<file path="config.mk">
export PLATFORM = sky130hd
export DESIGN_NAME = websocket_text_frame_encoder_unit
export DESIGN_NICKNAME = d
export VERILOG_FILES = /design/src/rtl/wstfe_pkg.sv /design/src/rtl/websocket_text_frame_encoder_unit.sv /design/src/rtl/wstfe_front.sv /design/src/rtl/wstfe_cmd_fifo.sv /design/src/rtl/wstfe_back.sv
export SDC_FILE = /design/constraint.sdc
export NUM_CORES = 1
export LEC_CHECK = 0
export BUFFER_PORTS_ARGS = -buffer_cell sky130_fd_sc_hd__buf_4
export CAP_MARGIN = 20
export CORE_UTILIZATION = 54
export DETAILED_ROUTE_END_ITERATION = 8
export GPL_ROUTABILITY_DRIVEN = 0
export PLACE_DENSITY = 0.72
export SETUP_SLACK_MARGIN = 0.5
export SYNTH_ARGS = -nofsm -noshare
export SYNTH_HDL_FRONTEND = slang
export SYNTH_SLANG_ARGS = --single-unit
</file>
<file path="constraint.sdc">
create_clock -name clk -period 4.64 [get_ports clk]
set_input_delay 1.392 -clock clk [delete_from_list [all_inputs] [get_ports clk]]
set_output_delay 1.392 -clock clk [all_outputs]
set_load 0.02 [all_outputs]
</file>
<file path="src/rtl/wstfe_pkg.sv">
// shared types, constants and helpers for the websocket text frame encoder
`default_nettype none

package wstfe_pkg;

	// request kinds on the input channel
	localparam logic REQ_START = 1'b0;
	localparam logic REQ_BYTE  = 1'b1;

	// frame constants
	localparam logic [7:0]  HDR_TEXT_FIN  = 8'h81;
	localparam logic [15:0] SHORT_LEN_MAX = 16'd125;
	localparam logic [7:0]  MASK_BIT      = 8'h80;
	localparam logic [7:0]  LEN16_CODE    = 8'd254;

	// command queue between front and back, depth must be a power of two
	localparam int CMDQ_DEPTH = 4;
	localparam int CMDQ_AW    = $clog2(CMDQ_DEPTH);
	localparam int CMDQ_CW    = $clog2(CMDQ_DEPTH + 1);

	// expansion step counter, long header takes eight bytes
	localparam int STEP_W = 3;
	localparam logic [STEP_W-1:0] STEP_LAST_SHORT = 3'd5;
	localparam logic [STEP_W-1:0] STEP_LAST_LONG  = 3'd7;
	localparam logic [STEP_W-1:0] STEP_MASK_SHORT = 3'd2;
	localparam logic [STEP_W-1:0] STEP_MASK_LONG  = 3'd4;

	// one queued command: a frame start or a finished payload byte
	typedef struct packed {
		logic        kind;
		logic [15:0] len;
		logic [31:0] key;
		logic [7:0]  pbyte;
		logic        frame_last;
		logic        excess;
	} cmd_t;

	// mask byte idx, first byte from bits 31:24
	function automatic logic [7:0] mask_byte(input logic [31:0] key, input logic [1:0] idx);
		logic [7:0] b;
		b = 8'h00;
		unique case (idx)
			2'd0: b = key[31:24];
			2'd1: b = key[23:16];
			2'd2: b = key[15:8];
			2'd3: b = key[7:0];
			default: b = 8'h00;
		endcase
		return b;
	endfunction

endpackage

`default_nettype wire

</file>
<file path="src/rtl/websocket_text_frame_encoder_unit.sv">
// top level of the client websocket masked text frame encoder
//
// input channel: push/full. a beat with req_type start carries payload_len
// and mask_key and opens a frame; a beat with req_type byte carries one raw
// payload byte. output channel: empty/pop, one frame byte per beat with
// run_last, frame_last and excess flags.
// a start beat expands to 6 bytes (length up to 125) or 8 bytes (16-bit
// length); a payload beat gives one byte. a beat's first byte goes through
// the command queue and then the output register. payload beats flow at
// one per cycle while the receiver keeps popping; a start beat holds the
// back end while its expansion sequencer gives header bytes one per cycle,
// and the front keeps taking beats into a 4-entry command queue until full.
// masking state is updated at accept time in the front, so the queue holds
// finished payload bytes.
// reset clears frame state, queue pointers and the output valid flag; no frame is open.
// when the receiver holds off pop, the output register keeps its byte, the
// queue fills, and full rises toward the sender.
`default_nettype none

module websocket_text_frame_encoder_unit
	import wstfe_pkg::*;
(
	input  wire logic        clk,
	input  wire logic        arst_n,
	input  wire logic        push,
	output logic             full,
	input  wire logic        req_type,
	input  wire logic [15:0] payload_len,
	input  wire logic [31:0] mask_key,
	input  wire logic [7:0]  payload_byte,
	output logic             empty,
	input  wire logic        pop,
	output logic [7:0]       out_byte,
	output logic             run_last,
	output logic             frame_last,
	output logic             excess
);

	cmd_t cmd_wdata;
	cmd_t cmd_rdata;
	logic cmd_push;
	logic cmd_full;
	logic cmd_pop;
	logic cmd_empty;

	wstfe_front u_front (
		.clk          (clk),
		.arst_n       (arst_n),
		.push         (push),
		.full         (full),
		.req_type     (req_type),
		.payload_len  (payload_len),
		.mask_key     (mask_key),
		.payload_byte (payload_byte),
		.cmd_push     (cmd_push),
		.cmd_full     (cmd_full),
		.cmd_wdata    (cmd_wdata)
	);

	wstfe_cmd_fifo u_cmdq (
		.clk    (clk),
		.arst_n (arst_n),
		.wr     (cmd_push),
		.wdata  (cmd_wdata),
		.full   (cmd_full),
		.rd     (cmd_pop),
		.rdata  (cmd_rdata),
		.empty  (cmd_empty)
	);

	wstfe_back u_back (
		.clk        (clk),
		.arst_n     (arst_n),
		.cmd        (cmd_rdata),
		.cmd_empty  (cmd_empty),
		.cmd_pop    (cmd_pop),
		.empty      (empty),
		.pop        (pop),
		.out_byte   (out_byte),
		.run_last   (run_last),
		.frame_last (frame_last),
		.excess     (excess)
	);

endmodule

`default_nettype wire

</file>
<file path="src/rtl/wstfe_front.sv">
// front: accepts request beats, tracks frame state and queues commands
`default_nettype none

module wstfe_front
	import wstfe_pkg::*;
(
	input  wire logic        clk,
	input  wire logic        arst_n,
	input  wire logic        push,
	output logic             full,
	input  wire logic        req_type,
	input  wire logic [15:0] payload_len,
	input  wire logic [31:0] mask_key,
	input  wire logic [7:0]  payload_byte,
	output logic             cmd_push,
	input  wire logic        cmd_full,
	output cmd_t             cmd_wdata
);

	logic [31:0] mask_q;
	logic [1:0]  phase_q;
	logic [15:0] left_q;
	logic        acc;
	logic        in_frame;

	assign full     = cmd_full;
	assign acc      = push && !cmd_full;
	assign cmd_push = acc;
	assign in_frame = (left_q != 16'd0);

	always_comb begin
		cmd_wdata.kind       = req_type;
		cmd_wdata.len        = payload_len;
		cmd_wdata.key        = mask_key;
		cmd_wdata.pbyte      = 8'h00;
		cmd_wdata.frame_last = 1'b0;
		cmd_wdata.excess     = 1'b0;
		if (req_type == REQ_BYTE) begin
			if (in_frame) begin
				cmd_wdata.pbyte      = payload_byte ^ mask_byte(mask_q, phase_q);
				cmd_wdata.frame_last = (left_q == 16'd1);
			end else begin
				cmd_wdata.excess = 1'b1;
			end
		end
	end

	always_ff @(posedge clk or negedge arst_n) begin
		if (!arst_n) begin
			mask_q  <= '0;
			phase_q <= '0;
			left_q  <= '0;
		end else if (acc) begin
			if (req_type == REQ_START) begin
				mask_q  <= mask_key;
				phase_q <= '0;
				left_q  <= payload_len;
			end else if (in_frame) begin
				phase_q <= phase_q + 2'd1;
				left_q  <= left_q - 16'd1;
			end
		end
	end

endmodule

`default_nettype wire

</file>
<file path="src/rtl/wstfe_cmd_fifo.sv">
// short command queue between front and back
`default_nettype none

module wstfe_cmd_fifo
	import wstfe_pkg::*;
(
	input  wire logic clk,
	input  wire logic arst_n,
	input  wire logic wr,
	input  wire cmd_t wdata,
	output logic      full,
	input  wire logic rd,
	output cmd_t      rdata,
	output logic      empty
);

	cmd_t               mem_q [CMDQ_DEPTH];
	logic [CMDQ_AW-1:0] wptr_q;
	logic [CMDQ_AW-1:0] rptr_q;
	logic [CMDQ_CW-1:0] count_q;
	logic               do_wr;
	logic               do_rd;

	assign full  = (count_q == CMDQ_CW'(CMDQ_DEPTH));
	assign empty = (count_q == '0);
	assign do_wr = wr && !full;
	assign do_rd = rd && !empty;
	assign rdata = mem_q[rptr_q];

	always_ff @(posedge clk) begin
		if (do_wr) begin
			mem_q[wptr_q] <= wdata;
		end
	end

	always_ff @(posedge clk or negedge arst_n) begin
		if (!arst_n) begin
			wptr_q  <= '0;
			rptr_q  <= '0;
			count_q <= '0;
		end else begin
			if (do_wr) begin
				wptr_q <= wptr_q + 1'b1;
			end
			if (do_rd) begin
				rptr_q <= rptr_q + 1'b1;
			end
			if (do_wr && !do_rd) begin
				count_q <= count_q + 1'b1;
			end else if (do_rd && !do_wr) begin
				count_q <= count_q - 1'b1;
			end
		end
	end

	a_count_range: assert property (@(posedge clk) disable iff (!arst_n)
		count_q <= CMDQ_CW'(CMDQ_DEPTH))
		else $error("command queue count out of range");

	a_count_track: assert property (@(posedge clk) disable iff (!arst_n)
		(do_wr && !do_rd) |=> (count_q == $past(count_q) + 1'b1))
		else $error("command queue count lost a write");

	a_ptr_gap: assert property (@(posedge clk) disable iff (!arst_n)
		(wptr_q - rptr_q) == count_q[CMDQ_AW-1:0])
		else $error("command queue pointers disagree with count");

endmodule

`default_nettype wire

</file>
<file path="src/rtl/wstfe_back.sv">
// back: expands queued commands into frame bytes behind an output register
`default_nettype none

module wstfe_back
	import wstfe_pkg::*;
(
	input  wire logic clk,
	input  wire logic arst_n,
	input  wire cmd_t cmd,
	input  wire logic cmd_empty,
	output logic      cmd_pop,
	output logic      empty,
	input  wire logic pop,
	output logic [7:0] out_byte,
	output logic      run_last,
	output logic      frame_last,
	output logic      excess
);

	logic [STEP_W-1:0] step_q;
	logic              valid_q;
	logic [7:0]        byte_q;
	logic              run_last_q;
	logic              frame_last_q;
	logic              excess_q;

	logic              is_start;
	logic              is_long;
	logic [STEP_W-1:0] last_step;
	logic [STEP_W-1:0] mask_base;
	logic [1:0]        midx;
	logic              start_done;
	logic              out_take;
	logic              ld;
	logic [7:0]        nxt_byte;

	assign is_start   = (cmd.kind == REQ_START);
	assign is_long    = (cmd.len > SHORT_LEN_MAX);
	assign last_step  = is_long ? STEP_LAST_LONG : STEP_LAST_SHORT;
	assign mask_base  = is_long ? STEP_MASK_LONG : STEP_MASK_SHORT;
	assign midx       = 2'(step_q - mask_base);
	assign start_done = (step_q == last_step);
	assign out_take   = pop && valid_q;
	assign ld         = !cmd_empty && (!valid_q || out_take);
	assign cmd_pop    = ld && (!is_start || start_done);

	// header byte for the current step of a start command
	always_comb begin
		priority if (step_q == '0) begin
			nxt_byte = HDR_TEXT_FIN;
		end else if (step_q == 3'd1) begin
			nxt_byte = is_long ? LEN16_CODE : (MASK_BIT | cmd.len[7:0]);
		end else if (is_long && step_q == 3'd2) begin
			nxt_byte = cmd.len[15:8];
		end else if (is_long && step_q == 3'd3) begin
			nxt_byte = cmd.len[7:0];
		end else begin
			nxt_byte = mask_byte(cmd.key, midx);
		end
	end

	always_ff @(posedge clk or negedge arst_n) begin
		if (!arst_n) begin
			step_q  <= '0;
			valid_q <= 1'b0;
		end else begin
			if (ld) begin
				valid_q <= 1'b1;
				if (is_start && !start_done) begin
					step_q <= step_q + 1'b1;
				end else begin
					step_q <= '0;
				end
			end else if (out_take) begin
				valid_q <= 1'b0;
			end
		end
	end

	always_ff @(posedge clk) begin
		if (ld) begin
			if (is_start) begin
				byte_q       <= nxt_byte;
				run_last_q   <= start_done;
				frame_last_q <= 1'b0;
				excess_q     <= 1'b0;
			end else begin
				byte_q       <= cmd.pbyte;
				run_last_q   <= 1'b1;
				frame_last_q <= cmd.frame_last;
				excess_q     <= cmd.excess;
			end
		end
	end

	assign empty      = !valid_q;
	assign out_byte   = byte_q;
	assign run_last   = run_last_q;
	assign frame_last = frame_last_q;
	assign excess     = excess_q;

	a_step_needs_start: assert property (@(posedge clk) disable iff (!arst_n)
		(step_q != '0) |-> (!cmd_empty && is_start))
		else $error("expansion step active without a start command at the head");

	a_step_bound: assert property (@(posedge clk) disable iff (!arst_n)
		(step_q != '0 && !is_long) |-> (step_q <= STEP_LAST_SHORT))
		else $error("short header expansion ran past its last step");

	a_pop_on_run_end: assert property (@(posedge clk) disable iff (!arst_n)
		cmd_pop |=> (valid_q && run_last_q))
		else $error("command retired without closing its run");

endmodule

`default_nettype wire
</file>
Yosys cells after proc, flatten, opt, wreduce, memory -nomap -nowiden

Memory sizes are Yosys's and may differ from the RTL's.
Index checks and enable logic that the tools add are counted.

Mux-type cells: 26
Magnitude comparators: 1
Reductions and logical operators: 28
Equal/unequal tests: 13
$add $sub $neg: 8
Bitwise logic cells: 3

Operators by type and width:

| cell                    | number |
|---|---|
| $pmux W8 S4             | 2 |
| $mux W8                 | 7 |
| $mux W16                | 2 |
| $eq A16 B1 Y1 const B   | 1 |
| $gt A16 B7 Y1 const B   | 1 |
| $reduce_bool A16 Y1     | 1 |
| $sub A16 B1 Y16 const B | 1 |
| $logic_and A1 B1 Y1     | 11 |
| $mux W10                | 1 |
| $mux W3                 | 3 |
| $mux W9                 | 1 |
| $eq A2 B2 Y1 const B    | 4 |
| $mux W2                 | 4 |
| $xor A8 B8 Y8           | 1 |
| $mux W7                 | 1 |
| $add A2 B1 Y2 const B   | 3 |
| $add A3 B1 Y3 const B   | 2 |
| $eq A3 B2 Y1 const B    | 2 |
| $logic_not A1 Y1        | 6 |
| $logic_not A3 Y1        | 2 |
| $mux W1                 | 5 |
| $eq A2 B1 Y1 const B    | 2 |
| $logic_not A2 Y1        | 2 |
| $reduce_and A2 Y1       | 2 |
| 9 further kinds         | 12 |

Bits in registers: 72
Memories kept: 1
Word-level logic and storage cells: 92
Output and inout port bits: 13
RAM bits: 236

Memories:

| name         | words | width | rd ports | clocked after memory_dff | write ports | RTL line             | text |
|---|---|---|---|---|---|---|---|
| u_cmdq.mem_q | 4     | 59    | 1        | 0                        | 1           | wstfe_cmd_fifo.sv:17 | `cmd_t mem_q [CMDQ_DEPTH];` |

Logic depth before layout (Yosys ltp)

An unclocked memory read counts as a cell.

Word-level depth: 11
Depth in mapped cells: 15

Modules after synthesis

From an unflattened synthesis, not the netlist that was laid out.

Cells, all modules: 866
Area total of the unflattened synthesis: 13,462.9 sq um

Modules (own cells, without submodules):

| module         | times used | cells each | area each (sq um) |
|---|---|---|---|
| wstfe_cmd_fifo | 1          | 346        | 9,013.6 |
| wstfe_front    | 1          | 373        | 3,138.0 |
| wstfe_back     | 1          | 147        | 1,311.3 |

Worst setup path after synthesis

No wires, ideal clock.

Path kind: in2reg
From: in pop
To: reg u_cmdq.count_q[1]
Path slack: 1,064 ps
Setup time: 125 ps
Arrival time: 3,451 ps
Stages: 7
Cells stage by stage: inv_1 a21oi_1 nand2_1 ha_1 inv_1 fa_1 mux2_2

Word-level cells in the longest chain between the ends: 8
Elaborated cells between the ends (all ways): 10

RTL lines:

| item                                          | RTL line                                | text |
|---|---|---|
| start: declaration                            | websocket_text_frame_encoder_unit.sv:32 | `input wire logic pop,` |
| $logic_and A1 B1 Y1 *                         | wstfe_back.sv:43                        | `assign out_take = pop && valid_q;` |
| $logic_or A1 B1 Y1 *                          | wstfe_back.sv:44                        | `assign ld = !cmd_empty && (!valid_q \|\| out_take);` |
| $logic_and A1 B1 Y1 *                         | wstfe_back.sv:44                        |  |
| via u_back.ld                                 | wstfe_back.sv:34                        | `logic ld;` |
| $logic_and A1 B1 Y1 *                         | wstfe_back.sv:45                        | `assign cmd_pop = ld && (!is_start \|\| start_done);` |
| $logic_and A1 B1 Y1 *                         | wstfe_cmd_fifo.sv:27                    | `assign do_rd = rd && !empty;` |
| $logic_not A1 Y1                              | wstfe_cmd_fifo.sv:48                    | `if (do_wr && !do_rd) begin` |
| $logic_and A1 B1 Y1                           | wstfe_cmd_fifo.sv:48                    |  |
| $mux W3 or $reduce_bool A2 Y1 (tied branches) | --                                      |  |
| end signal: assignment                        | wstfe_cmd_fifo.sv:49                    | `count_q <= count_q + 1'b1;` |
| end signal: assignment                        | wstfe_cmd_fifo.sv:51                    | `count_q <= count_q - 1'b1;` |
| end: declaration                              | wstfe_cmd_fifo.sv:20                    | `logic [CMDQ_CW-1:0] count_q;` |

The timed path passes the listed nets; every way through them passes the cells marked *.
A chain may end at the register's enable or synchronous reset.

Worst setup path after layout

From: reg u_cmdq.rptr_q[0]
To: reg u_cmdq.count_q[2]

Word-level cells in the longest chain between the ends: 10
Elaborated cells between the ends (all ways): 12

RTL lines:

| item                                          | RTL line             | text |
|---|---|---|
| start: declaration                            | wstfe_cmd_fifo.sv:19 | `logic [CMDQ_AW-1:0] rptr_q;` |
| start signal: assignment                      | wstfe_cmd_fifo.sv:46 | `rptr_q <= rptr_q + 1'b1;` |
| $mem_v2 Z4 W59 *                              | --                   |  |
| $gt A16 B7 Y1                                 | wstfe_back.sv:38     | `assign is_long = (cmd.len > SHORT_LEN_MAX);` |
| $mux W2                                       | wstfe_back.sv:39     | `assign last_step = is_long ? STEP_LAST_LONG : STEP_LAST_SHORT;` |
| $eq A3 B3 Y1                                  | wstfe_back.sv:42     | `assign start_done = (step_q == last_step);` |
| $logic_or A1 B1 Y1 *                          | wstfe_back.sv:45     |  |
| $logic_and A1 B1 Y1 *                         | wstfe_back.sv:45     |  |
| $logic_and A1 B1 Y1 *                         | wstfe_cmd_fifo.sv:27 |  |
| $logic_not A1 Y1                              | wstfe_cmd_fifo.sv:48 |  |
| $logic_and A1 B1 Y1                           | wstfe_cmd_fifo.sv:48 |  |
| $mux W3 or $reduce_bool A2 Y1 (tied branches) | --                   |  |

Every way passes the cells marked *; elsewhere a longest branch is shown, timed or not.

==> impl_metrics.tcl <==
set metrics [dict create \
    cp_cell_sequence "buf_4 -> mux4_2 -> inv_1 -> o31ai_4 -> nand2_1 -> ha_1 -> inv_1 -> fa_1 -> xor2_1 -> nor2_1 -> xor2_1" \
    syn_nets 807 \
    relSlewSlack_pct 40.76 \
    n_fill_cell 1565 \
    regArea_um2 8949 \
    slew_viol_final 0 \
    drive_gt1_share_pct 28.00 \
    rsz0062_at_grt "false" \
    die_x_um 156.0 \
    htree_levels 1 \
    cp_num_cells 11 \
    cp_slowest_cell "mux4_2" \
    start_kind "flop" \
    fp.dieH_um 156.0 \
    dp_hpwl_um 17640 \
    wl_per_cell_um 23.74 \
    max_slew.worst_pin.slew_ns 0.8886 \
    fin_worst_skew_ns 0.01454 \
    routed-via-count 7015 \
    crit_type "reg2reg" \
    core-area_um2 22920 \
    synth_area_leaders "edfxtp_1, dfrtp_1, mux4_2, mux2_2, ha_1" \
    min_period_over_period_pct 83.31 \
    cts_resized 0 \
    path_max_fanout 39 \
    synth-seq-cells 308 \
    grt_pass1_wl_um 42640 \
    met1_usage_pct 32.97 \
    clock_latency_ns 0.55 \
    cp_top_family "buffers and inverters" \
    r2r_cells 11 \
    power.leakage_uw 0.005211 \
    area_growth_pct 14.88 \
    grt_pass1_vias 7375 \
    status "complete, no violations" \
    min_path_type "reg2reg" \
    crit_path_end_kind "flop" \
    cts_buffers 31 \
    worst-path-buf-inv 3 \
    ys_seq_area_share_pct 69.85 \
    grt_start_max_net_pins 62 \
    postCtsHoldBufs 0 \
    grt_usage_pct 23.63 \
    met2_usage_pct 39.67 \
    io-pin-count 74 \
    setup_violations 0 \
    initial_core_util_pct 55.88 \
    max_freq_mhz 258.7 \
    cap_violations 0 \
    placed_area_um2 13700 \
    placementRows 55 \
    synth_flop_cell "edfxtp_1" \
    final_area_um2 14710 \
    dieArea_um2 24330 \
    drc_errors 0 \
    firstDrtPassIters 5 \
    drt_iter0_drc 636 \
    antenna_found_initial 0 \
    multi_input_area_um2 3622 \
    layout.nets 896 \
    netlist_area_um2 12800 \
    finalSetupTns_ns 0 \
    cts-root-buf "clkbuf_16" \
    rr_endpoint "u_cmdq.count_q[2]" \
    synth_cells 729 \
    synth_top_area_cell "edfxtp_1" \
    hold_violations 0 \
    rrSetupSlack_ns 0.77 \
    portBuffers 73 \
    grtUsageMet3_pct 3.278 \
    post_cts_buffers 0 \
    power_density_nw_per_um2 657.9 \
    clk_pin_slew_ns 0.06 \
    vdd_ir_drop_max_mv 0.4394 \
    via_per_inst 6.068 \
    cts_tree "built" \
    grt_remaining_overflow 0 \
    diodes 0 \
    max_stage_delay_ns 0.73 \
    grt-busiest-layer "met2" \
    cp-startpoint "u_cmdq.rptr_q[0]" \
    fin_crit_ns 3.866 \
    arrival_ns 4.35 \
    ant_nets 0 \
    syn_avg_cell_area_um2 17.56 \
    crit_required_ns 5.12 \
    cts_buffer_depth 3 \
    ys_async_sr_fraction_pct 19.81 \
    synth-edff-count 247 \
    postRouteWirelength_um 27440 \
    final_util_pct 64.19 \
    cts.sink_count 308 \
    crit_path_end "u_cmdq.count_q[2]" \
    yosysTopAreaCellShare_pct 57.92 \
    reg2reg_from "u_cmdq.rptr_q[0]" \
    ys_warn_count 0 \
    yosysUniqueCellTypes 58 \
]
## per-layer routing
| layer | wire length [µm] | vias to the layer above | share of wire, % |
|---|---|---|---|
| li1 | - | 3092 | - |
| met1 | 11320 | 3594 | 41 |
| met2 | 13850 | 295 | 50 |
| met3 | 1816 | 34 | 6.6 |
| met4 | 457 | 0 | 1.7 |
| met5 | 0 | - | 0 |
## kinds of logic after synthesis
kind of cell	synth area share (%)
simple gates	4.290
fa+ha+maj	1.720
buf+inv	1.954
flops	69.85
xor+xnor	0.9576
mux	15.32
compound gates	5.912
## cell usage in the layout (no fill, tap or decap), types with 3 or more instances in the layout
| cell type | Yosys | final |
|---|---|---|
| edfxtp_1 | 247 | 247 |
| buf_4 | 0 | 87 |
| dfrtp_1 | 61 | 59 |
| mux4_2 | 56 | 56 |
| nand2_1 | 35 | 35 |
| o21ai_0 | 35 | 35 |
| mux2_2 | 34 | 34 |
| clkbuf_16 | 0 | 31 |
| nor2_1 | 27 | 26 |
| a21oi_1 | 21 | 20 |
| inv_1 | 19 | 19 |
| mux2i_1 | 16 | 16 |
| ha_1 | 16 | 16 |
| nand3_1 | 12 | 12 |
| xnor2_1 | 12 | 12 |
| clkbuf_1 | 21 | 10 |
| a222oi_1 | 8 | 8 |
| nor2b_1 | 7 | 7 |
| a22o_1 | 7 | 7 |
| mux4_1 | 6 | 6 |
| o21ai_1 | 6 | 6 |
| clkinv_1 | 1 | 6 |
| nand2b_1 | 5 | 5 |
| nor3_1 | 5 | 5 |
| a211oi_1 | 5 | 5 |
| and2_1 | 8 | 4 |
| nor4_1 | 4 | 4 |
| and2_2 | 0 | 4 |
| o32ai_1 | 4 | 4 |
| o22ai_1 | 4 | 4 |
| or3_1 | 3 | 3 |
| o31a_1 | 3 | 3 |
| bufinv_16 | 0 | 3 |
## report_power, final
part	switching (µW)	total (µW)	leakage, µW	internal [µW]
Sequential	400	4190	0.00300	3790
Clock	1000	2420	0.000477	1420
Combinational	1730	3070	0.00173	1340
## cell usage after synthesis (12+ instances only)
| cell | n |
|---|---|
| inv_1 | 19 |
| nor2_1 | 27 |
| nand3_1 | 12 |
| mux4_2 | 56 |
| nand2_1 | 35 |
| a21oi_1 | 21 |
| edfxtp_1 | 247 |
| mux2i_1 | 16 |
| mux2_2 | 34 |
| clkbuf_1 | 21 |
| ha_1 | 16 |
| dfrtp_1 | 61 |
| xnor2_1 | 12 |
| o21ai_0 | 35 |
## worst register-to-register path: cells and delay by family, from the launching register on
family / cells / cell delay (ns)
and+or+nand+nor: 2 / 0.32
muxes: 1 / 0.77
AOI/OAI and AO/OA: 1 / 0.13
xor gates and xnor gates: 2 / 0.30
buffers and inverters: 3 / 0.99
adders and majority gates: 2 / 0.60
DFF: 1 / 0.70
## sequential cells by signal (all words and copies together), names as in the netlist
signal,count
u_front.phase_q,2
u_cmdq.rptr_q,2
u_cmdq.mem_q,236
u_back.out_byte,8
u_back.step_q,3
u_back.excess,1
u_front.mask_q,32
u_front.left_q,16
u_back.valid_q,1
u_cmdq.count_q,3
u_back.run_last,1
u_back.frame_last,1
u_cmdq.wptr_q,2
## per-stage QoR
step	instances	setup WS, ns	hold WS, ns	power (µW)
detailed placement	1096	0.7500	0.4818	7301
CTS	1154	0.7433	0.4953	9728
global placement	1096	0.8179	0.4774	7164
global route	1156	0.5140	0.5084	10130
floorplan	729	1.064	0.4563	6339
finish	1156	0.7743	0.4936	9678
## layout make-up
type	count	area share, %
inverter	21	0.5358
clock buffer	42	5.622
sequential	308	60.83
timing repair buffer	88	4.576
tap	313	2.662
multi-input combinational	368	24.62
clock inverter	16	1.148
## worst min path at each step
stage | cells after the start | startpoint | to | slack, ns
finish | 1 | u_cmdq.count_q[2] | u_cmdq.count_q[2] | 0.49
global placement | 1 | u_cmdq.count_q[2] | u_cmdq.count_q[2] | 0.48
floorplan | 1 | u_cmdq.count_q[2] | u_cmdq.count_q[2] | 0.46
CTS | 1 | u_cmdq.count_q[2] | u_cmdq.count_q[2] | 0.50
global route | 1 | u_cmdq.count_q[2] | u_cmdq.count_q[2] | 0.51
detailed placement | 1 | u_cmdq.count_q[2] | u_cmdq.count_q[2] | 0.48
Power figures use the tool's default switching activity.
